`config.mk`:
```
export PLATFORM = sky130hd
export DESIGN_NAME = sdbm_string_hash_to_index_flat
export DESIGN_NICKNAME = d
export VERILOG_FILES = /design/src/rtl/core/sdbm_pkg.sv /design/src/rtl/core/sdbm_if.sv /design/src/rtl/core/sdbm_front.sv /design/src/rtl/core/sdbm_queue.sv /design/src/rtl/core/sdbm_mod.sv /design/src/rtl/core/sdbm_string_hash_to_index.sv /design/src/flat_wrapper.sv
export SDC_FILE = /design/constraint.sdc
export NUM_CORES = 1
export LEC_CHECK = 0
export BUFFER_PORTS_ARGS = -buffer_cell sky130_fd_sc_hd__buf_2
export CORE_ASPECT_RATIO = 0.75
export CORE_MARGIN = 5
export CORE_UTILIZATION = 55
export CTS_CLUSTER_DIAMETER = 30
export DETAILED_ROUTE_END_ITERATION = 10
export PLACE_DENSITY_LB_ADDON = 0.05
export REMOVE_ABC_BUFFERS = 1
export SYNTH_ARGS = -nofsm -noshare
export SYNTH_HDL_FRONTEND = slang
export SYNTH_HIERARCHICAL = 1
export SYNTH_SLANG_ARGS = --single-unit
export TNS_END_PERCENT = 30
```
`constraint.sdc`:
```
create_clock -name clk -period 8.1 [get_ports clk]
set_input_delay 1.62 -clock clk [delete_from_list [all_inputs] [get_ports clk]]
set_output_delay 1.62 -clock clk [all_outputs]
set_load 0.01 [all_outputs]
```
`src/rtl/core/sdbm_pkg.sv`:
```
// ----------------------------------------------------------------------------
// sdbm_pkg
// Shared widths, constants and types for the sdbm string hash to bucket index
// block.
// ----------------------------------------------------------------------------
package sdbm_pkg;

	// Field and state widths.
	localparam int BYTE_W = 8;
	localparam int HASH_W = 64;
	localparam int IDX_W  = 31;

	// Shift amounts of the multiply by 65599.
	localparam int SHIFT_LO = 6;
	localparam int SHIFT_HI = 16;

	// Table size after reset.
	localparam logic [IDX_W-1:0] TS_RESET = IDX_W'(1024);

	// Queue between the hash front end and the modulo back end.
	localparam int Q_DEPTH = 2;
	localparam int Q_PTR_W = $clog2(Q_DEPTH);
	localparam int Q_CNT_W = $clog2(Q_DEPTH + 1);

	// Step counter of the bit-serial modulo unit.
	localparam int STEP_W = $clog2(HASH_W);

	// Queue status seen by its producer and consumer.
	typedef struct packed {
		logic full;
		logic valid;
	} q_stat_t;

endpackage

```
`src/rtl/core/sdbm_if.sv`:
```
// ----------------------------------------------------------------------------
// sdbm channel interfaces
// Valid/ready channels for key bytes, bucket indexes and the table size
// register write.
// ----------------------------------------------------------------------------

// Key byte channel.
interface sdbm_key_if;
	logic                        valid;
	logic                        ready;
	logic [sdbm_pkg::BYTE_W-1:0] key_byte;
	logic                        last_byte;

	modport source (output valid, output key_byte, output last_byte, input ready);
	modport sink   (input valid, input key_byte, input last_byte, output ready);
endinterface

// Bucket index channel.
interface sdbm_idx_if;
	logic                       valid;
	logic                       ready;
	logic [sdbm_pkg::IDX_W-1:0] bucket_index;

	modport source (output valid, output bucket_index, input ready);
	modport sink   (input valid, input bucket_index, output ready);
endinterface

// Table size register write channel.
interface sdbm_cfg_if;
	logic                       valid;
	logic                       ready;
	logic [sdbm_pkg::IDX_W-1:0] table_size;

	modport source (output valid, output table_size, input ready);
	modport sink   (input valid, input table_size, output ready);
endinterface

```
`src/rtl/core/sdbm_front.sv`:
```
// ----------------------------------------------------------------------------
// sdbm_front
// Accepts key bytes, folds them into the running hash and pushes the final
// hash of each key into the queue.
// ----------------------------------------------------------------------------
module sdbm_front (
	input  logic                          clk,
	input  logic                          arst_n,
	input  logic                          in_valid,
	output logic                          in_ready,
	input  logic [sdbm_pkg::BYTE_W-1:0]   key_byte,
	input  logic                          last_byte,
	input  sdbm_pkg::q_stat_t             q_stat,
	output logic                          push,
	output logic [sdbm_pkg::HASH_W-1:0]   push_hash
);

	logic [sdbm_pkg::HASH_W-1:0] hash_q;
	logic [sdbm_pkg::HASH_W-1:0] hash_upd;
	logic [sdbm_pkg::HASH_W-1:0] hash_nx;
	logic                        accept;

	// Bytes are taken whenever the queue can hold a finished key.
	assign in_ready = !q_stat.full;
	assign accept   = in_valid && in_ready;

	// hash * 65599 + byte, as two shifts, two adds and a subtract.
	assign hash_upd = (hash_q << sdbm_pkg::SHIFT_LO) + (hash_q << sdbm_pkg::SHIFT_HI)
		- hash_q + sdbm_pkg::HASH_W'(key_byte);

	// A zero byte leaves the hash as it is.
	assign hash_nx = (key_byte != '0) ? hash_upd : hash_q;

	assign push      = accept && last_byte;
	assign push_hash = hash_nx;

	// Running hash, cleared after each key.
	always_ff @(posedge clk or negedge arst_n) begin
		if (!arst_n) begin
			hash_q <= '0;
		end else if (accept) begin
			hash_q <= last_byte ? '0 : hash_nx;
		end
	end

endmodule

```
`src/rtl/core/sdbm_queue.sv`:
```
// ----------------------------------------------------------------------------
// sdbm_queue
// Short first-in first-out queue of finished key hashes between the front and
// back ends.
// ----------------------------------------------------------------------------
module sdbm_queue (
	input  logic                          clk,
	input  logic                          arst_n,
	input  logic                          push,
	input  logic [sdbm_pkg::HASH_W-1:0]   push_hash,
	input  logic                          pop,
	output logic [sdbm_pkg::HASH_W-1:0]   pop_hash,
	output sdbm_pkg::q_stat_t             q_stat
);

	logic [sdbm_pkg::HASH_W-1:0]  slot_q [sdbm_pkg::Q_DEPTH];
	logic [sdbm_pkg::Q_PTR_W-1:0] wr_ptr_q;
	logic [sdbm_pkg::Q_PTR_W-1:0] rd_ptr_q;
	logic [sdbm_pkg::Q_CNT_W-1:0] fill_q;
	logic                         do_push;
	logic                         do_pop;

	assign q_stat.full  = (fill_q == sdbm_pkg::Q_CNT_W'(sdbm_pkg::Q_DEPTH));
	assign q_stat.valid = (fill_q != '0);
	assign do_push      = push && !q_stat.full;
	assign do_pop       = pop && q_stat.valid;
	assign pop_hash     = slot_q[rd_ptr_q];

	// Storage slots.
	always_ff @(posedge clk) begin
		if (do_push) begin
			slot_q[wr_ptr_q] <= push_hash;
		end
	end

	// Pointers and fill level.
	always_ff @(posedge clk or negedge arst_n) begin
		if (!arst_n) begin
			wr_ptr_q <= '0;
			rd_ptr_q <= '0;
			fill_q   <= '0;
		end else begin
			if (do_push) begin
				wr_ptr_q <= wr_ptr_q + 1'b1;
			end
			if (do_pop) begin
				rd_ptr_q <= rd_ptr_q + 1'b1;
			end
			if (do_push && !do_pop) begin
				fill_q <= fill_q + 1'b1;
			end else if (do_pop && !do_push) begin
				fill_q <= fill_q - 1'b1;
			end
		end
	end

endmodule

```
`src/rtl/core/sdbm_mod.sv`:
```
// ----------------------------------------------------------------------------
// sdbm_mod
// Back end: reduces a 64-bit hash modulo the table size, one dividend bit per
// cycle (the last one waits for a free output register) and holds the bucket index.
// ----------------------------------------------------------------------------
module sdbm_mod (
	input  logic                          clk,
	input  logic                          arst_n,
	input  logic [sdbm_pkg::IDX_W-1:0]    table_size,
	input  sdbm_pkg::q_stat_t             q_stat,
	input  logic [sdbm_pkg::HASH_W-1:0]   pop_hash,
	output logic                          pop,
	output logic                          out_valid,
	input  logic                          out_ready,
	output logic [sdbm_pkg::IDX_W-1:0]    bucket_index
);

	logic                          busy_q;
	logic [sdbm_pkg::STEP_W-1:0]   step_q;
	logic [sdbm_pkg::HASH_W-1:0]   dvd_q;
	logic [sdbm_pkg::IDX_W-1:0]    rem_q;
	logic                          out_valid_q;
	logic [sdbm_pkg::IDX_W-1:0]    out_data_q;
	logic [sdbm_pkg::IDX_W:0]      rem_sh;
	logic [sdbm_pkg::IDX_W:0]      rem_sub;
	logic [sdbm_pkg::IDX_W:0]      rem_nx;
	logic                          last_step;
	logic                          out_free;
	logic                          advance;

	// Take a new hash whenever the divider is free.
	assign pop = !busy_q && q_stat.valid;

	// One restoring step: shift in the next dividend bit, subtract if it fits.
	assign rem_sh  = {rem_q, dvd_q[sdbm_pkg::HASH_W-1]};
	assign rem_sub = rem_sh - {1'b0, table_size};
	assign rem_nx  = (rem_sh >= {1'b0, table_size}) ? rem_sub : rem_sh;

	// The last step waits until the output register can take the result.
	assign last_step = (step_q == sdbm_pkg::STEP_W'(sdbm_pkg::HASH_W - 1));
	assign out_free  = !out_valid_q || out_ready;
	assign advance   = busy_q && (!last_step || out_free);

	assign out_valid    = out_valid_q;
	assign bucket_index = out_data_q;

	// Divider control.
	always_ff @(posedge clk or negedge arst_n) begin
		if (!arst_n) begin
			busy_q <= 1'b0;
			step_q <= '0;
		end else if (pop) begin
			busy_q <= 1'b1;
			step_q <= '0;
		end else if (advance) begin
			step_q <= step_q + 1'b1;
			if (last_step) begin
				busy_q <= 1'b0;
			end
		end
	end

	// Dividend and partial remainder.
	always_ff @(posedge clk) begin
		if (pop) begin
			dvd_q <= pop_hash;
			rem_q <= '0;
		end else if (advance) begin
			dvd_q <= {dvd_q[sdbm_pkg::HASH_W-2:0], 1'b0};
			rem_q <= rem_nx[sdbm_pkg::IDX_W-1:0];
		end
	end

	// Output register; a zero table size gives index zero.
	always_ff @(posedge clk or negedge arst_n) begin
		if (!arst_n) begin
			out_valid_q <= 1'b0;
		end else if (advance && last_step) begin
			out_valid_q <= 1'b1;
		end else if (out_ready) begin
			out_valid_q <= 1'b0;
		end
	end

	always_ff @(posedge clk) begin
		if (advance && last_step) begin
			out_data_q <= (table_size == '0) ? '0 : rem_nx[sdbm_pkg::IDX_W-1:0];
		end
	end

endmodule

```
`src/rtl/core/sdbm_string_hash_to_index.sv`:
```
// Path: a byte is folded into the running hash; the final hash of each key passes
// through the queue into the bit-serial divider and on to the output register.
// Throughput: one byte per cycle while the queue is not full; the modulo unit takes a new
// hash only once the last one is done, and a two-entry queue absorbs bursts of short keys.
// Reset: arst_n clears the running hash, queue, divider and output; table size is 1024.
// ----------------------------------------------------------------------------
// sdbm_string_hash_to_index
// Streams key bytes into an sdbm hash and returns the hash modulo the
// configured table size as a bucket index.
// ----------------------------------------------------------------------------
module sdbm_string_hash_to_index (
	input  logic     clk,
	input  logic     arst_n,
	sdbm_key_if.sink key_in,
	sdbm_idx_if.source idx_out,
	sdbm_cfg_if.sink cfg
);

	logic [sdbm_pkg::IDX_W-1:0]  table_size_q;
	sdbm_pkg::q_stat_t           q_stat;
	logic                        push;
	logic [sdbm_pkg::HASH_W-1:0] push_hash;
	logic                        pop;
	logic [sdbm_pkg::HASH_W-1:0] pop_hash;

	// Table size register; the user must write it only while the block is idle; the block itself does not enforce this.
	assign cfg.ready = 1'b1;

	always_ff @(posedge clk or negedge arst_n) begin
		if (!arst_n) begin
			table_size_q <= sdbm_pkg::TS_RESET;
		end else if (cfg.valid) begin
			table_size_q <= cfg.table_size;
		end
	end

	sdbm_front u_front (
		.clk       (clk),
		.arst_n    (arst_n),
		.in_valid  (key_in.valid),
		.in_ready  (key_in.ready),
		.key_byte  (key_in.key_byte),
		.last_byte (key_in.last_byte),
		.q_stat    (q_stat),
		.push      (push),
		.push_hash (push_hash)
	);

	sdbm_queue u_queue (
		.clk       (clk),
		.arst_n    (arst_n),
		.push      (push),
		.push_hash (push_hash),
		.pop       (pop),
		.pop_hash  (pop_hash),
		.q_stat    (q_stat)
	);

	sdbm_mod u_mod (
		.clk          (clk),
		.arst_n       (arst_n),
		.table_size   (table_size_q),
		.q_stat       (q_stat),
		.pop_hash     (pop_hash),
		.pop          (pop),
		.out_valid    (idx_out.valid),
		.out_ready    (idx_out.ready),
		.bucket_index (idx_out.bucket_index)
	);

endmodule

```
`src/flat_wrapper.sv`:
```
// flat-port wrapper written by rule: the top's interface ports become plain ports
module sdbm_string_hash_to_index_flat 
  (clk, arst_n, key_in_valid, key_in_key_byte, key_in_last_byte, key_in_ready, idx_out_valid, idx_out_bucket_index, idx_out_ready, cfg_valid, cfg_table_size, cfg_ready);
  sdbm_key_if key_in_i ();
  sdbm_idx_if idx_out_i ();
  sdbm_cfg_if cfg_i ();
  input  logic clk;
  input  logic arst_n;
  input wire logic [$bits(key_in_i.valid)-1:0] key_in_valid;
  input wire logic [$bits(key_in_i.key_byte)-1:0] key_in_key_byte;
  input wire logic [$bits(key_in_i.last_byte)-1:0] key_in_last_byte;
  output wire logic [$bits(key_in_i.ready)-1:0] key_in_ready;
  output wire logic [$bits(idx_out_i.valid)-1:0] idx_out_valid;
  output wire logic [$bits(idx_out_i.bucket_index)-1:0] idx_out_bucket_index;
  input wire logic [$bits(idx_out_i.ready)-1:0] idx_out_ready;
  input wire logic [$bits(cfg_i.valid)-1:0] cfg_valid;
  input wire logic [$bits(cfg_i.table_size)-1:0] cfg_table_size;
  output wire logic [$bits(cfg_i.ready)-1:0] cfg_ready;
  assign key_in_i.valid = key_in_valid;
  assign key_in_i.key_byte = key_in_key_byte;
  assign key_in_i.last_byte = key_in_last_byte;
  assign key_in_ready = key_in_i.ready;
  assign idx_out_valid = idx_out_i.valid;
  assign idx_out_bucket_index = idx_out_i.bucket_index;
  assign idx_out_i.ready = idx_out_ready;
  assign cfg_i.valid = cfg_valid;
  assign cfg_i.table_size = cfg_table_size;
  assign cfg_ready = cfg_i.ready;
  sdbm_string_hash_to_index u_core (.clk(clk), .arst_n(arst_n), .key_in(key_in_i), .idx_out(idx_out_i), .cfg(cfg_i));
endmodule
```
[Word-level counts from Yosys, hierarchy flattened]
Memories as Yosys holds them, arrays and structs flattened.
Cells that the tools add are included.
Storage, ports and cells
  bits in registers: 233
  memories: 1
  word-level logic and storage cells: 65
  memory bits (writable): 128
  bits of input ports: 45
  output and inout port bits: 34
Operators by class
  reductions and logical operators: 25
  multiplexer cells: 16
  equality and inequality tests: 2
  add/sub/neg operators: 9
  $lt $le $gt $ge: 1
Memory list
  u_core.u_queue.slot_q: words 2, width 64, rd ports 1, clocked after memory_dff 0, wr ports 1, line sdbm_queue.sv:16  | logic [sdbm_pkg::HASH_W-1:0] slot_q [sdbm_pkg::Q_DEPTH];
Operators with widths (number)
  two-way mux 64 bit: 4
  adder 64 bit: 1
  adder 64 x 8 -> 64 bit: 1
  subtractor 64 bit: 1
  greater-or-equal comparator 32 x 31 -> 1 bit: 1
  zero test 31 bit: 1
  two-way mux 31 bit: 1
  subtractor 31 bit: 1
  two-way mux 6 bit: 2
  nonzero test 2 bit: 5
  logical AND 1 bit: 9
  nonzero test 8 bit: 1
  two-way mux 1 bit: 7
  adder 6 x 1 -> 6 bit (second input constant): 1
  == test 6 bit (second input constant): 1
  zero test 1 bit: 6
  two-way mux 2 bit: 2
  adder 1 bit (second input constant): 2
  adder 2 x 1 -> 2 bit (second input constant): 1
  == test 2 bit (second input constant): 1
  logical OR 1 bit: 2
  AND reduction 2 bit: 1
  subtractor 2 x 1 -> 2 bit (second input constant): 1

[Logic depth before layout (Yosys ltp)]
  depth in word-level cells: 9
  mapped depth: 16
  mapped depth without buffers: 16

[By module]
Netlist, hierarchy kept.
By module, submodules not included
  sdbm_front: sequential area each 1601.5 um2, cells each 1103, times used 1, area an instance 8456.9 um2
  sdbm_mod: sequential area each 3673.5 um2, cells each 855, times used 1, area an instance 7633.6 um2
  sdbm_queue: sequential area each 3943.8 um2, cells each 218, times used 1, area an instance 5024.8 um2
  sdbm_string_hash_to_index: sequential area each 777.0 um2, cells each 67, times used 1, area an instance 1171.1 um2

[Worst setup path after synthesis]
No wires, ideal clock.
  path kind: input -> register
  start: input port key_in_last_byte
  end: memory u_core/u_queue/slot_q[0][0] in the netlist's numbering, enable pin
  library setup time: 0.486 ns
  cell stages on the path: 5
  path buffers: 1
  path slack: 2.713 ns
  arrival time: 4.900 ns
  required time: 7.614 ns
  cell sequence: clkbuf_1 inv_1 nor2_1 nand2_1 nor2_1
Between the ends
  longest elaborated chain between the ends: 4
RTL lines
  from (decl): line flat_wrapper.sv:11  | input wire logic [$bits(key_in_i.last_byte)-1:0] key_in_last_byte;
  logical AND 1 bit: line sdbm_front.sv:34  | assign push = accept && last_byte;
  via u_core.push: line sdbm_string_hash_to_index.sv:21  | logic push;
  logical AND 1 bit: line sdbm_queue.sv:25  | assign do_push = push && !q_stat.full;
  two-way mux 1 bit: line sdbm_queue.sv:31  | if (do_push) begin
  two-way mux 1 bit (not written as such): line sdbm_queue.sv:32  | slot_q[wr_ptr_q] <= push_hash;
  to (decl): line sdbm_queue.sv:16
The timed path passes the listed nets, and every way through them passes these cells.

[Worst setup path after layout]
  start: input port key_in_key_byte[7]
  end: memory u_core/u_queue/slot_q[1][48] in the netlist's numbering, data pin
Between the ends
  longest elaborated chain between the ends: 2
  elaborated cells between the ends (all ways): 3
  those cells by class: 1 x add/sub; 1 x mux; 1 x reduce/logical
RTL lines
  from (decl): line flat_wrapper.sv:10  | input wire logic [$bits(key_in_i.key_byte)-1:0] key_in_key_byte;
  adder 64 x 8 -> 64 bit or nonzero test 8 bit (tied branches): line sdbm_front.sv:29, sdbm_front.sv:32
  two-way mux 64 bit (*): line sdbm_front.sv:32  | assign hash_nx = (key_byte != '0) ? hash_upd : hash_q;
  via u_core.push_hash (one bit): line sdbm_string_hash_to_index.sv:22  | logic [sdbm_pkg::HASH_W-1:0] push_hash;
The timed path passes the listed nets; every way through them passes the cells marked *.

==> results.ini <==
[timing]
slew_violations=0
fin_setup_tns_ns=0
finClkSkew_ns=0.0287
rsz0062_at_grt=false
worst_pin_slew_ns=1.23
min_period_over_period_pct=62.9
period_needed_ns=5.10
setup_violations=0
slew_headroom_pct=17.6
max_freq_mhz=196
hold_viol=0

[worst_setup_path]
endpoint_kind=register
crit_buf_inv=3
r2r.worst_path.cells=14
crit_chain=buf_2 > inv_1 > fa_1 > inv_1 > ha_1 > a211oi_1 > o21ai_0 > a221o_1 > a31oi_1 > o21ai_1 > a21boi_1 > a31o_1 > nand2_1 > xor2_1 > mux2_2
slowest_stage=a31oi_1
required_ns=8.43
slowest_delay_ns=0.54
setup.worst_path.start=key_in_key_byte[7]
r2r-start=u_core/u_front/hash_q[2]
worst-path-stages=15
cp_common_cell=inv_1
worstSetupPathType=primary input to register
startpoint_type=primary input
worst-path-max-fanout=5
cp.arrival_ns=5.42
path_delay_family=compound AO/OA/AOI/OAI gates

[synth]
ys.warnings.count=6
synth-edff-count=223
syn_area_um2=22300
synth_top_family_by_area=compound AO/OA/AOI/OAI gates
yosysSeqAreaShare_pct=44.9
synth_fa_ha_area_share_pct=10.7
ys.flop_type=edfxtp_1
syn_inst=2243
synth_xor_area_share_pct=3.69
synth-seq-cells=361
async_flop_share_pct=29.6
synthMuxAreaShare_pct=6.71
synthDistinctLibCells=89
synth_simple_gate_area_share_pct=12.8
avgSynthCellArea_um2=9.94
synth_compound_area_share_pct=15.1

[clock_tree]
numCtsBuffers=68
hold_buffers=0
cts.sinks=361
clkTransAtPathRegs_ns=0.05
cts_setup_buffers=0
clk_path_buf_depth=3
cts_tree=done
cts_resized=0
htreeDepth=3
clock-root-buffer=clkbuf_16
clkLatencyLatePin_ns=0.58

[hold_path]
whs_path_depth=2
holdCritStartpoint=u_core/u_mod/rem_q[2]
hold_path.class=register to register

[final_layout]
fin_nets=2509
area_growth_pct=13.3
nFillCells=3289
drive_gt1_share_pct=15.3
diodes=0

[floorplan]
initial_utilization_pct=56.0
fp.dieW_um=242
core-area_um2=39800
rows=63
io_pins=79
die_area_um2=44700
die_h_um=184

[drt]
drt-vias-per-instance=5.98
wire_per_inst_um=21.6
ant_nets=0
dr.pass1.iters=6
dr_total_vias=17232
wirelength_um=62200
dr.first_iter.drc_count=1526
remaining_drc_errors=0

[global_routing]
grt_max_degree=87
antenna_found_initial=0
grt_pass1_wl_um=96300
overflow=0
grtUsageTotal_pct=27.5
grt_pass1_vias=16602

[placement]
portBuffers=77
gp_congestion=0.968
dp_hpwl_um=45200

[job]
maxCapViolations=0

[outcome]
status=complete, no violations

-- worst paths after layout --
path                                                endpoint  slack, ns
max in group asynchronous          u_core/u_front/hash_q[63]       5.59
min in group asynchronous          u_core/u_front/hash_q[36]       1.19
worst max-delay path            u_core/u_queue/slot_q[1][48]       3.00
worst max register to register     u_core/u_front/hash_q[63]       3.59
worst min-delay path                   u_core/u_mod/rem_q[2]       0.49
worst min register to register         u_core/u_mod/rem_q[2]       0.49
-- Yosys cell counts (7+ instances only) --
master    count  area [µm²]
mux2i_1      10         100
dfxtp_1      31         621
nor2b_1       8        50.1
a21o_1       34         255
xor2_1       36         315
xnor2_1      58         508
mux2_4       51         766
o22ai_1       7        43.8
or3_1         8        50.1
fa_1         51        1020
nor2_1      130         488
edfxtp_1    223        6700
inv_1       222         833
nand2b_1     14        87.6
nand3_1      39         195
a31oi_1      16         100
buf_2         9        45.0
mux2_2       56         631
a211oi_1     12        90.1
nand2_1     361        1360
nand4_1      32         200
nor4_1       15        93.8
o211ai_1     11        82.6
o21ai_1      34         170
o21a_1       15         113
ha_1        109        1360
clkbuf_1     75         282
and3_1       11        68.8
nor3_1       16        80.1
dfrtp_1     106        2650
a21oi_1     135         676
buf_6        14         158
o21ai_0     130         651
o21bai_1     14         105
a22o_1       37         324
-- area by class of cell --
class / count / area, µm² / area share (%)
Multi-Input combinational cell: 1554 / 11000 / 43.5
Sequential cell: 361 / 10000 / 39.6
Clock buffer: 86 / 1900 / 7.54
Inverter: 223 / 837 / 3.31
Tap cell: 520 / 651 / 2.58
Timing Repair Buffer: 96 / 531 / 2.10
Clock inverter: 40 / 355 / 1.41
-- per-stage QoR --
| stage | hold WS (ns) | setup slack [ns] | cells | area [µm²] | util (%) |
|---|---|---|---|---|---|
| floorplan | 0.450 | 1.84 | 2138 | 21800 | - |
| global placement | 0.471 | 2.62 | 2754 | 23000 | 57.8 |
| detailed placement | 0.482 | 2.60 | 2754 | 23000 | 57.8 |
| CTS | 0.488 | 3.19 | 2880 | 25300 | 63.5 |
| global route | 0.508 | 2.91 | 2880 | 25300 | 63.5 |
| finish | 0.490 | 3.00 | 2880 | 25300 | 63.5 |
-- logic make-up after synthesis --
logic type / count (synthesis)
buffers and inverters: 328
xor gates and xnor gates: 94
adders and majority gates: 160
AOI/OAI and AO/OA: 524
and+or+nand+nor: 658
other: 1
muxes: 117
DFF: 361
-- routing by layer --
metal  global-route usage [%]  wire, µm  vias up
met1                     41.7     29400     8474
li1                         -         -     8022
met5                        0         0        -
met2                     41.2     26900      659
met3                     5.90      4850       77
met4                     5.54       919        0
-- tightest hold or removal path, delay by kind of cell (launching register included) --
family,cells,cell delay (ns)
AOI/OAI and AO/OA,1,0.05
DFF,1,0.32
and+or+nand+nor,1,0.07
-- sequential cells by signal, summed over array words and instances, names as in the netlist --
name / count
u_core/u_queue/slot_q: 128
u_core/u_queue/fill_q: 2
u_core/u_mod/rem_q: 31
u_core/u_queue/wr_ptr_q: 1
u_core/u_mod/step_q: 6
u_core/u_mod/busy_q: 1
u_core/u_mod/out_valid: 1
u_core/u_mod/dvd_q: 64
u_core/u_front/hash_q: 64
u_core/table_size_q: 31
u_core/u_queue/rd_ptr_q: 1
u_core/u_mod/bucket_index: 31
-- placed cells by master (no fill, tap or decap), types with 32 or more instances in the layout --
| cell type | n |
|---|---|
| nand4_1 | 32 |
| a21oi_1 | 135 |
| edfxtp_1 | 223 |
| mux2_4 | 51 |
| xor2_1 | 36 |
| a21o_1 | 34 |
| mux2_2 | 56 |
| inv_1 | 221 |
| nor2_1 | 126 |
| clkbuf_16 | 72 |
| nand3_1 | 39 |
| buf_2 | 76 |
| o21ai_1 | 33 |
| dfrtp_1 | 105 |
| fa_1 | 51 |
| ha_1 | 109 |
| nand2_1 | 360 |
| xnor2_1 | 58 |
| o21ai_0 | 129 |
| a22o_1 | 37 |
Power is left out: the tool's default activity adds up to more than one toggle a clock period on the data nets, which glitch-free logic cannot reach.
